[src/cll_pkg.sv]
`timescale 1ns / 1ps
// shared constants, codes and state type for the cursor linked list engine
// no dependencies

package cll_pkg;

   localparam int SLOTS_DEFAULT      = 16;
   localparam int VALUE_BITS_DEFAULT = 16;

   // fixed widths of the channel fields
   localparam int ACTION_W   = 3;
   localparam int VALUE_W    = 16;
   localparam int POSITION_W = 8;
   localparam int STATUS_W   = 2;
   localparam int SLOT_W     = 4;
   localparam int REMOVED_W  = 5;

   typedef enum logic [ACTION_W-1:0] {
      ACT_HEAD    = 3'd0,
      ACT_TAIL    = 3'd1,
      ACT_AT_POS  = 3'd2,
      ACT_SORTED  = 3'd3,
      ACT_DEL_ONE = 3'd4,
      ACT_DEL_ALL = 3'd5,
      ACT_READ    = 3'd6
   } action_type;

   typedef enum logic [STATUS_W-1:0] {
      ST_OK        = 2'd0,
      ST_FULL      = 2'd1,
      ST_NOT_FOUND = 2'd2,
      ST_EMPTY     = 2'd3
   } status_type;

   typedef enum logic [3:0] {
      S_IDLE,
      S_ALLOC,
      S_START,
      S_WALK,
      S_LINK_NEW,
      S_LINK_PREV,
      S_DEL,
      S_UNLINK,
      S_DEL_END,
      S_READ,
      S_EMIT
   } state_type;

endpackage

[src/cll_req_if.sv]
`timescale 1ns / 1ps
// request channel of the cursor linked list engine: valid, ready and one operation
// depends on cll_pkg

interface cll_req_if import cll_pkg::*; ();
   logic                         valid;
   logic                         ready;
   logic [ACTION_W-1:0]          action;
   logic signed [VALUE_W-1:0]    value;
   logic [POSITION_W-1:0]        position;

   modport source (output valid, action, value, position, input ready);
   modport sink   (input valid, action, value, position, output ready);
endinterface

[src/cll_rsp_if.sv]
`timescale 1ns / 1ps
// response channel of the cursor linked list engine: valid, ready and one result
// depends on cll_pkg

interface cll_rsp_if import cll_pkg::*; ();
   logic                         valid;
   logic                         ready;
   logic [STATUS_W-1:0]          status;
   logic signed [VALUE_W-1:0]    element;
   logic [SLOT_W-1:0]            slot;
   logic [REMOVED_W-1:0]         removed_count;
   logic                         last;

   modport source (output valid, status, element, slot, removed_count, last, input ready);
   modport sink   (input valid, status, element, slot, removed_count, last, output ready);
endinterface

[src/cursor_linked_list_engine_unit.sv]
`timescale 1ns / 1ps
// cursor linked list engine: one singly linked list with a free list in a slot pool
// depends on cll_pkg, cll_req_if, cll_rsp_if and cll_slot_store
//
//   channel    dir   beat                                      accepted when
//   req_chan   in    action, value, position                   valid && ready
//   rsp_chan   out   status, element, slot, removed_count, last valid && ready
//
// one item at a time; the list is walked one link per cycle through the link memory
// insert at head: allocate, then emit; full pool, delete or readout on an empty list: emit
// other inserts: allocate, start, walk one link at a time, link the new slot, link the previous slot, emit
// delete: walk the list, with an extra unlink step per match past the head, then finish and emit
// readout: one response per element; a result that waits in the output register stalls it
// reset is synchronous and sets an empty list with all slots on the free chain

module cursor_linked_list_engine_unit import cll_pkg::*; #(
   parameter int SLOTS      = SLOTS_DEFAULT,
   parameter int VALUE_BITS = VALUE_BITS_DEFAULT
) (
   input  logic clock,
   input  logic reset,
   cll_req_if.sink   req_chan,
   cll_rsp_if.source rsp_chan
);

   localparam int IW = $clog2(SLOTS + 1);
   localparam int AW = $clog2(SLOTS);
   localparam logic [IW-1:0] NIL = IW'(SLOTS);

   state_type state_ff, state_in;
   action_type action_ff, action_in;
   logic signed [VALUE_BITS-1:0] val_ff, val_in;
   logic [POSITION_W-1:0] pos_ff, pos_in;
   logic [IW-1:0] list_head_ff, list_head_in;
   logic [IW-1:0] free_head_ff, free_head_in;
   logic [IW-1:0] idx_ff, idx_in;
   logic [IW-1:0] trav_ff, trav_in;
   logic [IW-1:0] cand_ff, cand_in;
   logic [IW-1:0] prev_ff, prev_in;
   logic [IW-1:0] freed_ff, freed_in;
   logic [IW-1:0] removed_ff, removed_in;
   logic [POSITION_W-1:0] step_ff, step_in;

   status_type res_status_ff, res_status_in;
   logic signed [VALUE_W-1:0] res_element_ff, res_element_in;
   logic [SLOT_W-1:0] res_slot_ff, res_slot_in;
   logic [REMOVED_W-1:0] res_removed_ff, res_removed_in;

   logic rsp_valid_ff, rsp_valid_in;
   status_type rsp_status_ff, rsp_status_in;
   logic signed [VALUE_W-1:0] rsp_element_ff, rsp_element_in;
   logic [SLOT_W-1:0] rsp_slot_ff, rsp_slot_in;
   logic [REMOVED_W-1:0] rsp_removed_ff, rsp_removed_in;
   logic rsp_last_ff, rsp_last_in;

   // store ports
   logic [IW-1:0] val_raddr, link_raddr, val_waddr, link_waddr;
   logic [VALUE_BITS-1:0] val_rdata, val_wdata;
   logic [IW-1:0] link_rdata, link_wdata;
   logic val_we, link_we;

   logic req_fire, out_free, head_nil, free_nil;
   action_type req_act;
   logic signed [VALUE_BITS-1:0] req_val, rd_val;
   logic at_head, walk_adv, del_match, del_finish, unlink_finish, read_end;

   cll_slot_store #(
      .SLOTS      (SLOTS),
      .VALUE_BITS (VALUE_BITS)
   ) u_store (
      .clock      (clock),
      .reset      (reset),
      .val_raddr  (val_raddr[AW-1:0]),
      .val_rdata  (val_rdata),
      .val_we     (val_we),
      .val_waddr  (val_waddr[AW-1:0]),
      .val_wdata  (val_wdata),
      .link_raddr (link_raddr[AW-1:0]),
      .link_rdata (link_rdata),
      .link_we    (link_we),
      .link_waddr (link_waddr[AW-1:0]),
      .link_wdata (link_wdata)
   );

   assign req_chan.ready = (state_ff == S_IDLE);
   assign req_fire = req_chan.valid && req_chan.ready;
   assign req_act  = action_type'(req_chan.action);
   assign req_val  = VALUE_BITS'(req_chan.value);
   assign out_free = !rsp_valid_ff || rsp_chan.ready;
   assign head_nil = (list_head_ff == NIL);
   assign free_nil = (free_head_ff == NIL);
   assign rd_val   = $signed(val_rdata);

   assign at_head = (action_ff == ACT_HEAD) || head_nil ||
                    ((action_ff == ACT_AT_POS) && (pos_ff == '0)) ||
                    ((action_ff == ACT_SORTED) && (rd_val > val_ff));
   assign walk_adv = (action_ff == ACT_TAIL) ||
                     ((action_ff == ACT_AT_POS) &&
                      (({1'b0, step_ff} + (POSITION_W + 1)'(1)) < {1'b0, pos_ff})) ||
                     ((action_ff == ACT_SORTED) && (rd_val < val_ff));
   assign del_match     = (rd_val == val_ff);
   assign del_finish    = (action_ff == ACT_DEL_ONE) || (link_rdata == NIL);
   assign unlink_finish = (action_ff == ACT_DEL_ONE) || (cand_ff == NIL);
   assign read_end      = (link_rdata == NIL);

   // next state
   always_comb begin
      state_in = state_ff;
      case (state_ff)
         S_IDLE: begin
            if (req_fire) begin
               case (req_act)
                  ACT_HEAD, ACT_TAIL, ACT_AT_POS, ACT_SORTED:
                     state_in = free_nil ? S_EMIT : S_ALLOC;
                  ACT_DEL_ONE, ACT_DEL_ALL:
                     state_in = head_nil ? S_EMIT : S_DEL;
                  ACT_READ:
                     state_in = head_nil ? S_EMIT : S_READ;
                  default:
                     state_in = S_IDLE;
               endcase
            end
         end
         S_ALLOC:     state_in = at_head ? S_EMIT : S_START;
         S_START:     state_in = (link_rdata == NIL) ? S_LINK_NEW : S_WALK;
         S_WALK: begin
            if (!walk_adv || (link_rdata == NIL)) begin
               state_in = S_LINK_NEW;
            end
         end
         S_LINK_NEW:  state_in = S_LINK_PREV;
         S_LINK_PREV: state_in = S_EMIT;
         S_DEL: begin
            if (del_match && (prev_ff != NIL)) begin
               state_in = S_UNLINK;
            end else if (del_match ? del_finish : read_end) begin
               state_in = S_DEL_END;
            end
         end
         S_UNLINK:    state_in = unlink_finish ? S_DEL_END : S_DEL;
         S_DEL_END:   state_in = S_EMIT;
         S_READ: begin
            if (out_free && read_end) begin
               state_in = S_IDLE;
            end
         end
         S_EMIT: begin
            if (out_free) begin
               state_in = S_IDLE;
            end
         end
         default:     state_in = S_IDLE;
      endcase
   end

   // datapath, memory control and outputs
   always_comb begin
      action_in      = action_ff;
      val_in         = val_ff;
      pos_in         = pos_ff;
      list_head_in   = list_head_ff;
      free_head_in   = free_head_ff;
      idx_in         = idx_ff;
      trav_in        = trav_ff;
      cand_in        = cand_ff;
      prev_in        = prev_ff;
      freed_in       = freed_ff;
      removed_in     = removed_ff;
      step_in        = step_ff;
      res_status_in  = res_status_ff;
      res_element_in = res_element_ff;
      res_slot_in    = res_slot_ff;
      res_removed_in = res_removed_ff;
      rsp_valid_in   = rsp_valid_ff && !rsp_chan.ready;
      rsp_status_in  = rsp_status_ff;
      rsp_element_in = rsp_element_ff;
      rsp_slot_in    = rsp_slot_ff;
      rsp_removed_in = rsp_removed_ff;
      rsp_last_in    = rsp_last_ff;
      val_raddr      = list_head_ff;
      link_raddr     = list_head_ff;
      val_we         = 1'b0;
      val_waddr      = idx_ff;
      val_wdata      = val_ff;
      link_we        = 1'b0;
      link_waddr     = idx_ff;
      link_wdata     = cand_ff;

      case (state_ff)
         S_IDLE: begin
            if (req_fire) begin
               action_in      = req_act;
               val_in         = req_val;
               pos_in         = req_chan.position;
               trav_in        = list_head_ff;
               prev_in        = NIL;
               removed_in     = '0;
               res_removed_in = '0;
               res_slot_in    = '0;
               res_element_in = VALUE_W'(req_val);
               case (req_act)
                  ACT_HEAD, ACT_TAIL, ACT_AT_POS, ACT_SORTED: begin
                     link_raddr    = free_head_ff;
                     res_status_in = ST_FULL;
                  end
                  ACT_READ: begin
                     res_status_in  = ST_EMPTY;
                     res_element_in = '0;
                  end
                  default: begin
                     res_status_in = ST_EMPTY;
                  end
               endcase
            end
         end
         S_ALLOC: begin
            idx_in       = free_head_ff;
            free_head_in = link_rdata;
            val_we       = 1'b1;
            val_waddr    = free_head_ff;
            res_status_in = ST_OK;
            res_slot_in   = SLOT_W'(free_head_ff);
            if (at_head) begin
               link_we      = 1'b1;
               link_waddr   = free_head_ff;
               link_wdata   = list_head_ff;
               list_head_in = free_head_ff;
            end
         end
         S_START: begin
            step_in    = '0;
            cand_in    = link_rdata;
            val_raddr  = link_rdata;
            link_raddr = link_rdata;
         end
         S_WALK: begin
            if (walk_adv) begin
               trav_in    = cand_ff;
               step_in    = step_ff + POSITION_W'(1);
               cand_in    = link_rdata;
               val_raddr  = link_rdata;
               link_raddr = link_rdata;
            end
         end
         S_LINK_NEW: begin
            // new slot takes over the successor of the insert point
            link_we    = 1'b1;
            link_waddr = idx_ff;
            link_wdata = cand_ff;
         end
         S_LINK_PREV: begin
            link_we    = 1'b1;
            link_waddr = trav_ff;
            link_wdata = idx_ff;
         end
         S_DEL: begin
            cand_in = link_rdata;
            if (del_match) begin
               // freed slot goes to the front of the free chain
               link_we      = 1'b1;
               link_waddr   = trav_ff;
               link_wdata   = free_head_ff;
               free_head_in = trav_ff;
               freed_in     = trav_ff;
               removed_in   = removed_ff + IW'(1);
               if (prev_ff == NIL) begin
                  list_head_in = link_rdata;
               end
            end else begin
               prev_in = trav_ff;
            end
            trav_in    = link_rdata;
            val_raddr  = link_rdata;
            link_raddr = link_rdata;
         end
         S_UNLINK: begin
            link_we    = 1'b1;
            link_waddr = prev_ff;
            link_wdata = cand_ff;
            val_raddr  = cand_ff;
            link_raddr = cand_ff;
         end
         S_DEL_END: begin
            res_status_in  = (removed_ff == '0) ? ST_NOT_FOUND : ST_OK;
            res_slot_in    = (removed_ff == '0) ? '0 : SLOT_W'(freed_ff);
            res_removed_in = REMOVED_W'(removed_ff);
            res_element_in = VALUE_W'(val_ff);
         end
         S_READ: begin
            if (out_free) begin
               rsp_valid_in   = 1'b1;
               rsp_status_in  = ST_OK;
               rsp_element_in = VALUE_W'(rd_val);
               rsp_slot_in    = SLOT_W'(trav_ff);
               rsp_removed_in = '0;
               rsp_last_in    = read_end;
               trav_in        = link_rdata;
               val_raddr      = link_rdata;
               link_raddr     = link_rdata;
            end else begin
               // hold the read on the current element while the output stalls
               val_raddr  = trav_ff;
               link_raddr = trav_ff;
            end
         end
         S_EMIT: begin
            if (out_free) begin
               rsp_valid_in   = 1'b1;
               rsp_status_in  = res_status_ff;
               rsp_element_in = res_element_ff;
               rsp_slot_in    = res_slot_ff;
               rsp_removed_in = res_removed_ff;
               rsp_last_in    = 1'b1;
            end
         end
         default: begin
         end
      endcase
   end

   always_ff @(posedge clock) begin
      if (reset) begin
         state_ff     <= S_IDLE;
         list_head_ff <= NIL;
         free_head_ff <= '0;
         rsp_valid_ff <= 1'b0;
      end else begin
         state_ff     <= state_in;
         list_head_ff <= list_head_in;
         free_head_ff <= free_head_in;
         rsp_valid_ff <= rsp_valid_in;
      end
   end

   always_ff @(posedge clock) begin
      action_ff      <= action_in;
      val_ff         <= val_in;
      pos_ff         <= pos_in;
      idx_ff         <= idx_in;
      trav_ff        <= trav_in;
      cand_ff        <= cand_in;
      prev_ff        <= prev_in;
      freed_ff       <= freed_in;
      removed_ff     <= removed_in;
      step_ff        <= step_in;
      res_status_ff  <= res_status_in;
      res_element_ff <= res_element_in;
      res_slot_ff    <= res_slot_in;
      res_removed_ff <= res_removed_in;
      rsp_status_ff  <= rsp_status_in;
      rsp_element_ff <= rsp_element_in;
      rsp_slot_ff    <= rsp_slot_in;
      rsp_removed_ff <= rsp_removed_in;
      rsp_last_ff    <= rsp_last_in;
   end

   assign rsp_chan.valid         = rsp_valid_ff;
   assign rsp_chan.status        = rsp_status_ff;
   assign rsp_chan.element       = rsp_element_ff;
   assign rsp_chan.slot          = rsp_slot_ff;
   assign rsp_chan.removed_count = rsp_removed_ff;
   assign rsp_chan.last          = rsp_last_ff;

endmodule

[src/cll_slot_store.sv]
`timescale 1ns / 1ps
// slot pool storage: value memory and link memory, one write and one read port each
// depends on cll_pkg; link entries read as the reset free chain until written

module cll_slot_store import cll_pkg::*; #(
   parameter int SLOTS      = SLOTS_DEFAULT,
   parameter int VALUE_BITS = VALUE_BITS_DEFAULT,
   localparam int IW        = $clog2(SLOTS + 1),
   localparam int AW        = $clog2(SLOTS)
) (
   input  logic                  clock,
   input  logic                  reset,
   input  logic [AW-1:0]         val_raddr,
   output logic [VALUE_BITS-1:0] val_rdata,
   input  logic                  val_we,
   input  logic [AW-1:0]         val_waddr,
   input  logic [VALUE_BITS-1:0] val_wdata,
   input  logic [AW-1:0]         link_raddr,
   output logic [IW-1:0]         link_rdata,
   input  logic                  link_we,
   input  logic [AW-1:0]         link_waddr,
   input  logic [IW-1:0]         link_wdata
);

   logic [VALUE_BITS-1:0] value_mem [SLOTS];
   logic [IW-1:0]         link_mem  [SLOTS];
   logic [SLOTS-1:0]      link_valid_ff;

   logic [VALUE_BITS-1:0] val_rdata_ff;
   logic [IW-1:0]         link_raw_ff;
   logic                  link_hit_ff;
   logic [AW-1:0]         link_addr_ff;

   // same-cycle write to the read address is forwarded
   always_ff @(posedge clock) begin
      if (val_we) begin
         value_mem[val_waddr] <= val_wdata;
      end
      if (val_we && (val_waddr == val_raddr)) begin
         val_rdata_ff <= val_wdata;
      end else begin
         val_rdata_ff <= value_mem[val_raddr];
      end
   end

   always_ff @(posedge clock) begin
      if (link_we) begin
         link_mem[link_waddr] <= link_wdata;
      end
      link_addr_ff <= link_raddr;
      if (link_we && (link_waddr == link_raddr)) begin
         link_raw_ff <= link_wdata;
         link_hit_ff <= 1'b1;
      end else begin
         link_raw_ff <= link_mem[link_raddr];
         link_hit_ff <= link_valid_ff[link_raddr];
      end
   end

   always_ff @(posedge clock) begin
      if (reset) begin
         link_valid_ff <= '0;
      end else if (link_we) begin
         link_valid_ff[link_waddr] <= 1'b1;
      end
   end

   assign val_rdata  = val_rdata_ff;
   // unwritten entry: free chain i -> i+1, last slot -> null
   assign link_rdata = link_hit_ff ? link_raw_ff : (IW'(link_addr_ff) + IW'(1));

endmodule
[src/flat_wrapper.sv]
// flat-port wrapper written by rule: the top's interface ports become plain ports
module cursor_linked_list_engine_unit_flat import cll_pkg::*;
#(
   parameter int SLOTS      = SLOTS_DEFAULT,
   parameter int VALUE_BITS = VALUE_BITS_DEFAULT
)
  (clock, reset, req_chan_valid, req_chan_action, req_chan_value, req_chan_position, req_chan_ready, rsp_chan_valid, rsp_chan_status, rsp_chan_element, rsp_chan_slot, rsp_chan_removed_count, rsp_chan_last, rsp_chan_ready);
  cll_req_if req_chan_i ();
  cll_rsp_if rsp_chan_i ();
  input  logic clock;
  input  logic reset;
  input wire logic [$bits(req_chan_i.valid)-1:0] req_chan_valid;
  input wire logic [$bits(req_chan_i.action)-1:0] req_chan_action;
  input wire logic [$bits(req_chan_i.value)-1:0] req_chan_value;
  input wire logic [$bits(req_chan_i.position)-1:0] req_chan_position;
  output wire logic [$bits(req_chan_i.ready)-1:0] req_chan_ready;
  output wire logic [$bits(rsp_chan_i.valid)-1:0] rsp_chan_valid;
  output wire logic [$bits(rsp_chan_i.status)-1:0] rsp_chan_status;
  output wire logic [$bits(rsp_chan_i.element)-1:0] rsp_chan_element;
  output wire logic [$bits(rsp_chan_i.slot)-1:0] rsp_chan_slot;
  output wire logic [$bits(rsp_chan_i.removed_count)-1:0] rsp_chan_removed_count;
  output wire logic [$bits(rsp_chan_i.last)-1:0] rsp_chan_last;
  input wire logic [$bits(rsp_chan_i.ready)-1:0] rsp_chan_ready;
  assign req_chan_i.valid = req_chan_valid;
  assign req_chan_i.action = req_chan_action;
  assign req_chan_i.value = req_chan_value;
  assign req_chan_i.position = req_chan_position;
  assign req_chan_ready = req_chan_i.ready;
  assign rsp_chan_valid = rsp_chan_i.valid;
  assign rsp_chan_status = rsp_chan_i.status;
  assign rsp_chan_element = rsp_chan_i.element;
  assign rsp_chan_slot = rsp_chan_i.slot;
  assign rsp_chan_removed_count = rsp_chan_i.removed_count;
  assign rsp_chan_last = rsp_chan_i.last;
  assign rsp_chan_i.ready = rsp_chan_ready;
  cursor_linked_list_engine_unit #(.SLOTS(SLOTS), .VALUE_BITS(VALUE_BITS)) u_core (.clock(clock), .reset(reset), .req_chan(req_chan_i), .rsp_chan(rsp_chan_i));
endmodule
[config.mk]
export PLATFORM = sky130hd
export DESIGN_NAME = cursor_linked_list_engine_unit_flat
export DESIGN_NICKNAME = d
export VERILOG_FILES = /design/src/cll_pkg.sv /design/src/cll_req_if.sv /design/src/cll_rsp_if.sv /design/src/cursor_linked_list_engine_unit.sv /design/src/cll_slot_store.sv /design/src/flat_wrapper.sv
export SDC_FILE = /design/constraint.sdc
export NUM_CORES = 1
export LEC_CHECK = 0
export BUFFER_PORTS_ARGS = -buffer_cell sky130_fd_sc_hd__buf_2
export CAP_MARGIN = 20
export CORE_ASPECT_RATIO = 1.25
export CORE_MARGIN = 10
export CORE_UTILIZATION = 50
export CTS_BUF_LIST = sky130_fd_sc_hd__clkbuf_8
export CTS_CLUSTER_SIZE = 25
export DETAILED_ROUTE_END_ITERATION = 10
export PLACE_DENSITY_LB_ADDON = 0.2
export REMOVE_ABC_BUFFERS = 1
export SYNTH_ARGS = -nofsm -noshare
export SYNTH_HDL_FRONTEND = slang
export SYNTH_SLANG_ARGS = --single-unit
export TNS_END_PERCENT = 1
[constraint.sdc]
create_clock -name clock -period 5.8 [get_ports clock]
set_input_delay 0.29 -clock clock [delete_from_list [all_inputs] [get_ports clock]]
set_output_delay 0.29 -clock clock [all_outputs]
set_load 0.005 [all_outputs]
==> results of run 1 <==
-- per-layer routing --
layer	global-route usage, %	routed length (um)	part of all wire [%]
met2	34.2	25600	49
met5	0	0	0
met3	4.13	3850	7.4
met1	25.7	20400	39
met4	10.4	2250	4.3
-- area by class of cell --
class / count / area, um^2 / area share, %
tap: 552 / 691 / 2.89
inverter: 43 / 164 / 0.687
antenna: 1 / 2.50 / 0.0105
timing repair buffer: 133 / 966 / 4.05
sequential: 495 / 14400 / 60.5
multi-input combinational: 714 / 6140 / 25.7
clock inverter: 56 / 307 / 1.28
clock buffer: 85 / 1170 / 4.90
-- power by group through the flow --
stage / clock, mW / sequential (mW) / combinational (mW)
after floorplan: 0 / 5.13 / 2.15
after global placement: 0 / 5.15 / 3.39
after detailed placement: 0 / 5.16 / 3.42
after CTS: 2.87 / 5.09 / 3.45
after global routing: 3.02 / 5.14 / 3.77
final: 2.81 / 5.10 / 3.45
-- how the worst min path moves through the flow --
stage,startpoint,to,slack [ns],depth (start not counted)
finish,rsp_chan_ready,u_core.rsp_chan.valid$_SDFF_PP0_,0.05,3
global route,rsp_chan_ready,u_core.rsp_chan.valid$_SDFF_PP0_,0.07,3
CTS,rsp_chan_ready,u_core.rsp_chan.valid$_SDFF_PP0_,0.01,3
detailed placement,u_core.u_store.link_valid_ff[10]$_SDFFE_PP0P_,u_core.u_store.link_valid_ff[10]$_SDFFE_PP0P_,0.45,2
global placement,u_core.u_store.link_valid_ff[10]$_SDFFE_PP0P_,u_core.u_store.link_valid_ff[10]$_SDFFE_PP0P_,0.45,2
floorplan,reset,u_core.free_head_ff[0]$_SDFFE_PP0P_,0.36,1
-- cell usage in the layout, fill, tap and decap left out, types with 23 or more instances in the layout --
| cell type | Yosys | routed |
|---|---|---|
| edfxtp_1 | 451 | 451 |
| mux4_2 | 94 | 94 |
| nand2_1 | 90 | 90 |
| nor2_1 | 101 | 89 |
| clkbuf_8 | 0 | 85 |
| a21oi_1 | 69 | 69 |
| inv_1 | 40 | 65 |
| buf_2 | 9 | 60 |
| and2_1 | 42 | 42 |
| dfxtp_1 | 44 | 42 |
| buf_4 | 1 | 42 |
| o21ai_0 | 34 | 34 |
| ha_1 | 27 | 27 |
| dlygate4sd3_1 | 0 | 27 |
| mux2_2 | 23 | 23 |
-- flip-flops by register name, indices dropped and copies added, names as in the netlist, 8 cells and up, named ones only --
signal,flops
u_core.pos_ff,8
u_core.res_element_ff,16
u_core.rsp_chan.element,16
u_core.step_ff,8
u_core.u_store.link_mem,80
u_core.u_store.link_valid_ff,16
u_core.u_store.value_mem,256
u_core.val_ff,16
-- worst reg2reg max path, stage by stage, from the launching register on --
cell	delay, ns
dfxtp_4	0.37
buf_12	0.29
mux4_2	0.59
mux4_2	0.52
ha_1	0.33
nand4_1	0.23
nor4_2	0.09
or3b_2	0.47
a31oi_1	0.45
nor2b_1	0.28
nor2_1	0.14
o21ai_0	0.10
a21oi_1	0.33
and3_1	0.43
and2_1	0.33
-- logic make-up after synthesis --
kind of cell | synth area share [%]
compound gates | 6.41
xor+xnor | 0.503
flops | 69.0
mux | 12.8
simple gates | 7.68
buf+inv | 2.02
fa+ha+maj | 1.62
-- what timing repair did --
action	CTS	global route
endpoints found under the hold margin	43	0
setup buffers	0	0
hold buffers	27	0
gates resized for setup	0	0
-- metrics by stage --
stage                     setup TNS, ns  total power [mW]  util [%]  instance area [um^2]
after detailed placement              0              8.58      53.6                 22100
after global placement                0              8.53      53.6                 22100
after CTS                             0              11.4      57.8                 23800
final                                 0              11.4      57.9                 23900
after floorplan                 -371.32              7.28         -                 20600
after global routing                  0              11.9      57.9                 23900
==> out/metrics.yaml, run 1 <==
switching_share_pct: 34.0
die_height_um: 249
worst_slack_ns: 0.515
cts-root-buf: "clkbuf_8"
cp-start-kind: "flop"
final_nets: 1523
cts_max_level: 3
cts_tree: "built"
finalHoldViolCount: 0
ys_seq_elements: 495
relSlewSlack_pct: 30.4
peakVddDrop_uv: 280
stdcell_count: 2079
hp-class: "in2reg"
timing.hold.ws_ns: 0.0547
start_util_pct: 50.7
intPower_mw: 7.49
synth.area.top_cells: "edfxtp_1 (65%), mux4_2 (10%), dfxtp_1 (4.2%)"
wl_mm: 52.1
cp_slowest_cell: "mux4_2"
routed_via_density: 5.92
coreArea_um2: 41200
crit_cells: 14
synth_cell_types: 72
worst_slew_pin_slew_ns: 1.04
crit_family: "simple AND/OR/NAND/NOR gates"
worstPathMaxFanout: 39
gp_congestion: 0.935
area_delta_synth_final_pct: 14.2
skew_ns: 0.0347
critPathCapture: "u_core.u_store.link_mem[0][1]$_DFFE_PP_"
rsz0062_at_grt: "false"
reg2regPathDepth: 14
cp_cell_sequence: "buf_12 -> mux4_2 -> mux4_2 -> ha_1 -> nand4_1 -> nor4_2 -> or3b_2 -> a31oi_1 -> nor2b_1 -> nor2_1 -> o21ai_0 -> a21oi_1 -> and3_1 -> and2_1"
p_comb_share_pct: 30.3
grt_pass1_wl_mm: 78.9
slew_violations: 0
track_usage_pct: 20.8
required_ns: 6.13
finalSetupViolCount: 0
power_frac_clock_pct: 24.8
synthArstFlopShare_pct: 0
synth_top_area_share_pct: 64.8
postRouteAntennaNets: 0
arrival_ns: 5.62
synth_most_common_cell: "edfxtp_1"
clk_pin_slew_ns: 0.06
vias: 12317
synth_area_per_cell_um2: 15.9
pwr-share-seq_pct: 44.9
hpwl_mm: 32.5
place_inst: 1909
fin_crit_sh_pct: 91.1
drive_above_1_share_pct: 23.5
r2r_end: "u_core.u_store.link_mem[0][1]$_DFFE_PP_"
status: "complete, no violations"
leakagePower_nw: 8.10
clock_path_buffers: 3
yosys_warnings: 0
pre_cts_ws_ns: 0.599
dieArea_um2: 50400
power_density_nw_per_um2: 476
synth_top_cell_by_area: "edfxtp_1"
grt-ovfl-total: 0
wl_per_cell_um: 25.1
portBuffers: 60
critical-path-max-stage-delay_ns: 0.56
drv_cap: 0
clkLatencyLatePin_ns: 0.67
syn_inst: 1315
grt_pass1_vias: 12862
first_pass_iters: 7
rows: 83
grt_max_degree: 65
yosysSeqAreaShare_pct: 69.0
drc: 0
critPathCaptureType: "flop"
switchingPower_mw: 3.86
synth_common_cells: "edfxtp_1 (451), nor2_1 (101), mux4_2 (94)"
criticalPathCategory: "reg2reg"
first_iter_violations: 1258
numCtsBuffers: 78
post-route-min-period_ns: 5.29
cpMostUsedCell: "mux4_2"
syn_area_um2: 20900
ios: 61
nFillCells: 3224
ys.flop_type: "edfxtp_1"
antenna_found_initial: 1
cts_num_sinks: 495
cp_num_buf_inv: 1
dieWidth_um: 203
synth_edf_count: 451
reg2reg_slack_ns: 0.51
max_freq_mhz: 189
Power figures use the tool's default switching activity.
==> inputs of run 2 (changes only) <==
- PLACE_DENSITY_LB_ADDON: 0.2 -> 0.25
- clock period: 5.8 -> 4.7 ns (I/O delays scaled with it)
==> run 2 against run 1 <==
The flow now finishes with violations (setup timing). Largest cell class unchanged. Critical path type unchanged. Via count up 4.3%. Cell count up 4.3%. Largest power group unchanged. Routed wire length up 3.9%. Non-clock buffer count up 89.
==> out/metrics.yaml, run 2 (synthesis gave the netlist of run 1 again) <==
status: "finished with violations"
fin_crit_sh_pct: 102
first_pass_iters: 6
slew_violations: 0
coreArea_um2: 41200
cp-start-kind: "flop"
critPathCaptureType: "flop"
worst_slack_ns: -0.0732
postRouteAntennaNets: 0
grt.busiest_layer: "met2"
tns_ns: -1.42
routed_via_density: 5.92
multi_input_area_um2: 6530
top_register: "u_core.u_store.value_mem"
start_util_pct: 50.7
leakagePower_nw: 8.68
track_usage_pct: 21.2
p_total_mw: 15.2
max_freq_mhz: 210
cts_num_sinks: 495
final_core_util_pct: 61.1
criticalPathCategory: "reg2reg"
grt-ovfl-total: 0
cts_tree: "built"
reg2regPathDepth: 19
seq_area_um2: 14400
rsz0062_at_grt: "true"
biggestRegsByFlops: "u_core.u_store.value_mem: 256 flops, u_core.u_store.link_mem: 80 flops"
rows: 83
hp-class: "in2reg"
drc: 0
vias: 12846
numCtsBuffers: 79
skew_ns: 0.0366
clock_path_buffers: 3
hpwl_mm: 33.6
clkLatencyLatePin_ns: 0.67
worstPathMaxFanout: 8
wl_mm: 54.2
grt_pass1_wl_mm: 80.9
grt_pass1_vias: 13260
nFillCells: 3043
dieWidth_um: 203
ios: 61
use_met1_pct: 25.4
drive_above_1_share_pct: 32.0
area_delta_synth_final_pct: 20.5
post-route-min-period_ns: 4.77
cts-root-buf: "clkbuf_8"
holdPathStages: 2
final_nets: 1613
relSlewSlack_pct: 25.6
arrival_ns: 5.14
cts_max_level: 3
power_density_nw_per_um2: 605
clk_pin_slew_ns: 0.06
antenna_found_initial: 1
required_ns: 5.07
gp_congestion: 0.917
die_height_um: 249
violations: "setup timing"
worst_slew_pin_slew_ns: 1.11
finalSetupViolCount: 27
peakVddDrop_uv: 447
met3_usage_pct: 4.07
wl_per_cell_um: 25.0
first_iter_violations: 1287
layout_common_cells: "edfxtp_1 (451), buf_4 (107), mux4_2 (94)"
pre_cts_ws_ns: -0.346
drv_cap: 0
worstHoldStart: "reset"
finalHoldViolCount: 0
final_common_cell: "edfxtp_1"
portBuffers: 60
dieArea_um2: 50400
largest_reg_flops: 256
grt_max_degree: 33
use_met2_pct: 36.7
antennaDiodeCount: 0
-- run 2: what timing repair did --
item	4_1_cts	5_1_grt
hold endpoints to repair	44	0
resized for setup	40	74
buffers inserted	14	13
pin swaps	8	34
cloned	2	1
setup endpoints to repair	97	97
hold buffers	28	0
-- run 2: cell type report --
class / count / share of cell area [%]
timing repair buffer: 222 / 7.48
multi-input combinational: 714 / 25.9
sequential: 495 / 57.3
clock buffer: 83 / 4.54
clock inverter: 60 / 1.32
inverter: 43 / 0.661
tap: 552 / 2.74
-- run 2: worst paths after layout --
kind                                                  end  slack (ns)
max               u_core.u_store.link_mem[9][2]$_DFFE_PP_       -0.07
min          u_core.u_store.link_valid_ff[4]$_SDFFE_PP0P_        0.04
max reg2reg       u_core.u_store.link_mem[9][2]$_DFFE_PP_       -0.07
min reg2reg  u_core.u_store.link_valid_ff[3]$_SDFFE_PP0P_        0.48
-- run 2: per-layer routing --
metal,vias to the layer above,routed length [um],part of all wire [%]
li1,5659,-,-
met1,6463,20200,37
met2,612,28400,52
met3,112,3940,7.3
met4,0,1620,3.0
met5,-,0,0
-- run 2: through the flow --
step	hold WS, ns	cells	cell area (um^2)
6_report	0.0424	2169	25200
3_3_place_gp	0.412	1969	22600
3_5_place_dp	0.414	1970	22700
5_1_grt	0.0617	2169	25200
4_1_cts	0.00661	2157	24700
2_1_floorplan	0.304	1252	20600
-- run 2: report_power, final --
group | switching [mW] | internal (mW) | leakage [nW] | total, mW
Sequential | 0.499 | 5.72 | 4.46 | 6.22
Combinational | 2.97 | 2.58 | 3.38 | 5.55
Clock | 1.71 | 1.76 | 0.829 | 3.47
-- run 2: critical path, cell delays in order, from the launching register on --
cell	delay, ns
dfxtp_4	0.40
buf_12	0.12
buf_12	0.12
buf_12	0.13
mux4_2	0.50
mux4_2	0.52
ha_4	0.29
nor2b_4	0.12
o211ai_1	0.12
a2111o_1	0.46
buf_4	0.16
a31oi_4	0.24
nor2b_2	0.07
buf_6	0.14
nor2_4	0.08
o21ai_2	0.07
a21oi_2	0.27
buf_4	0.16
and3b_2	0.28
and2_4	0.22
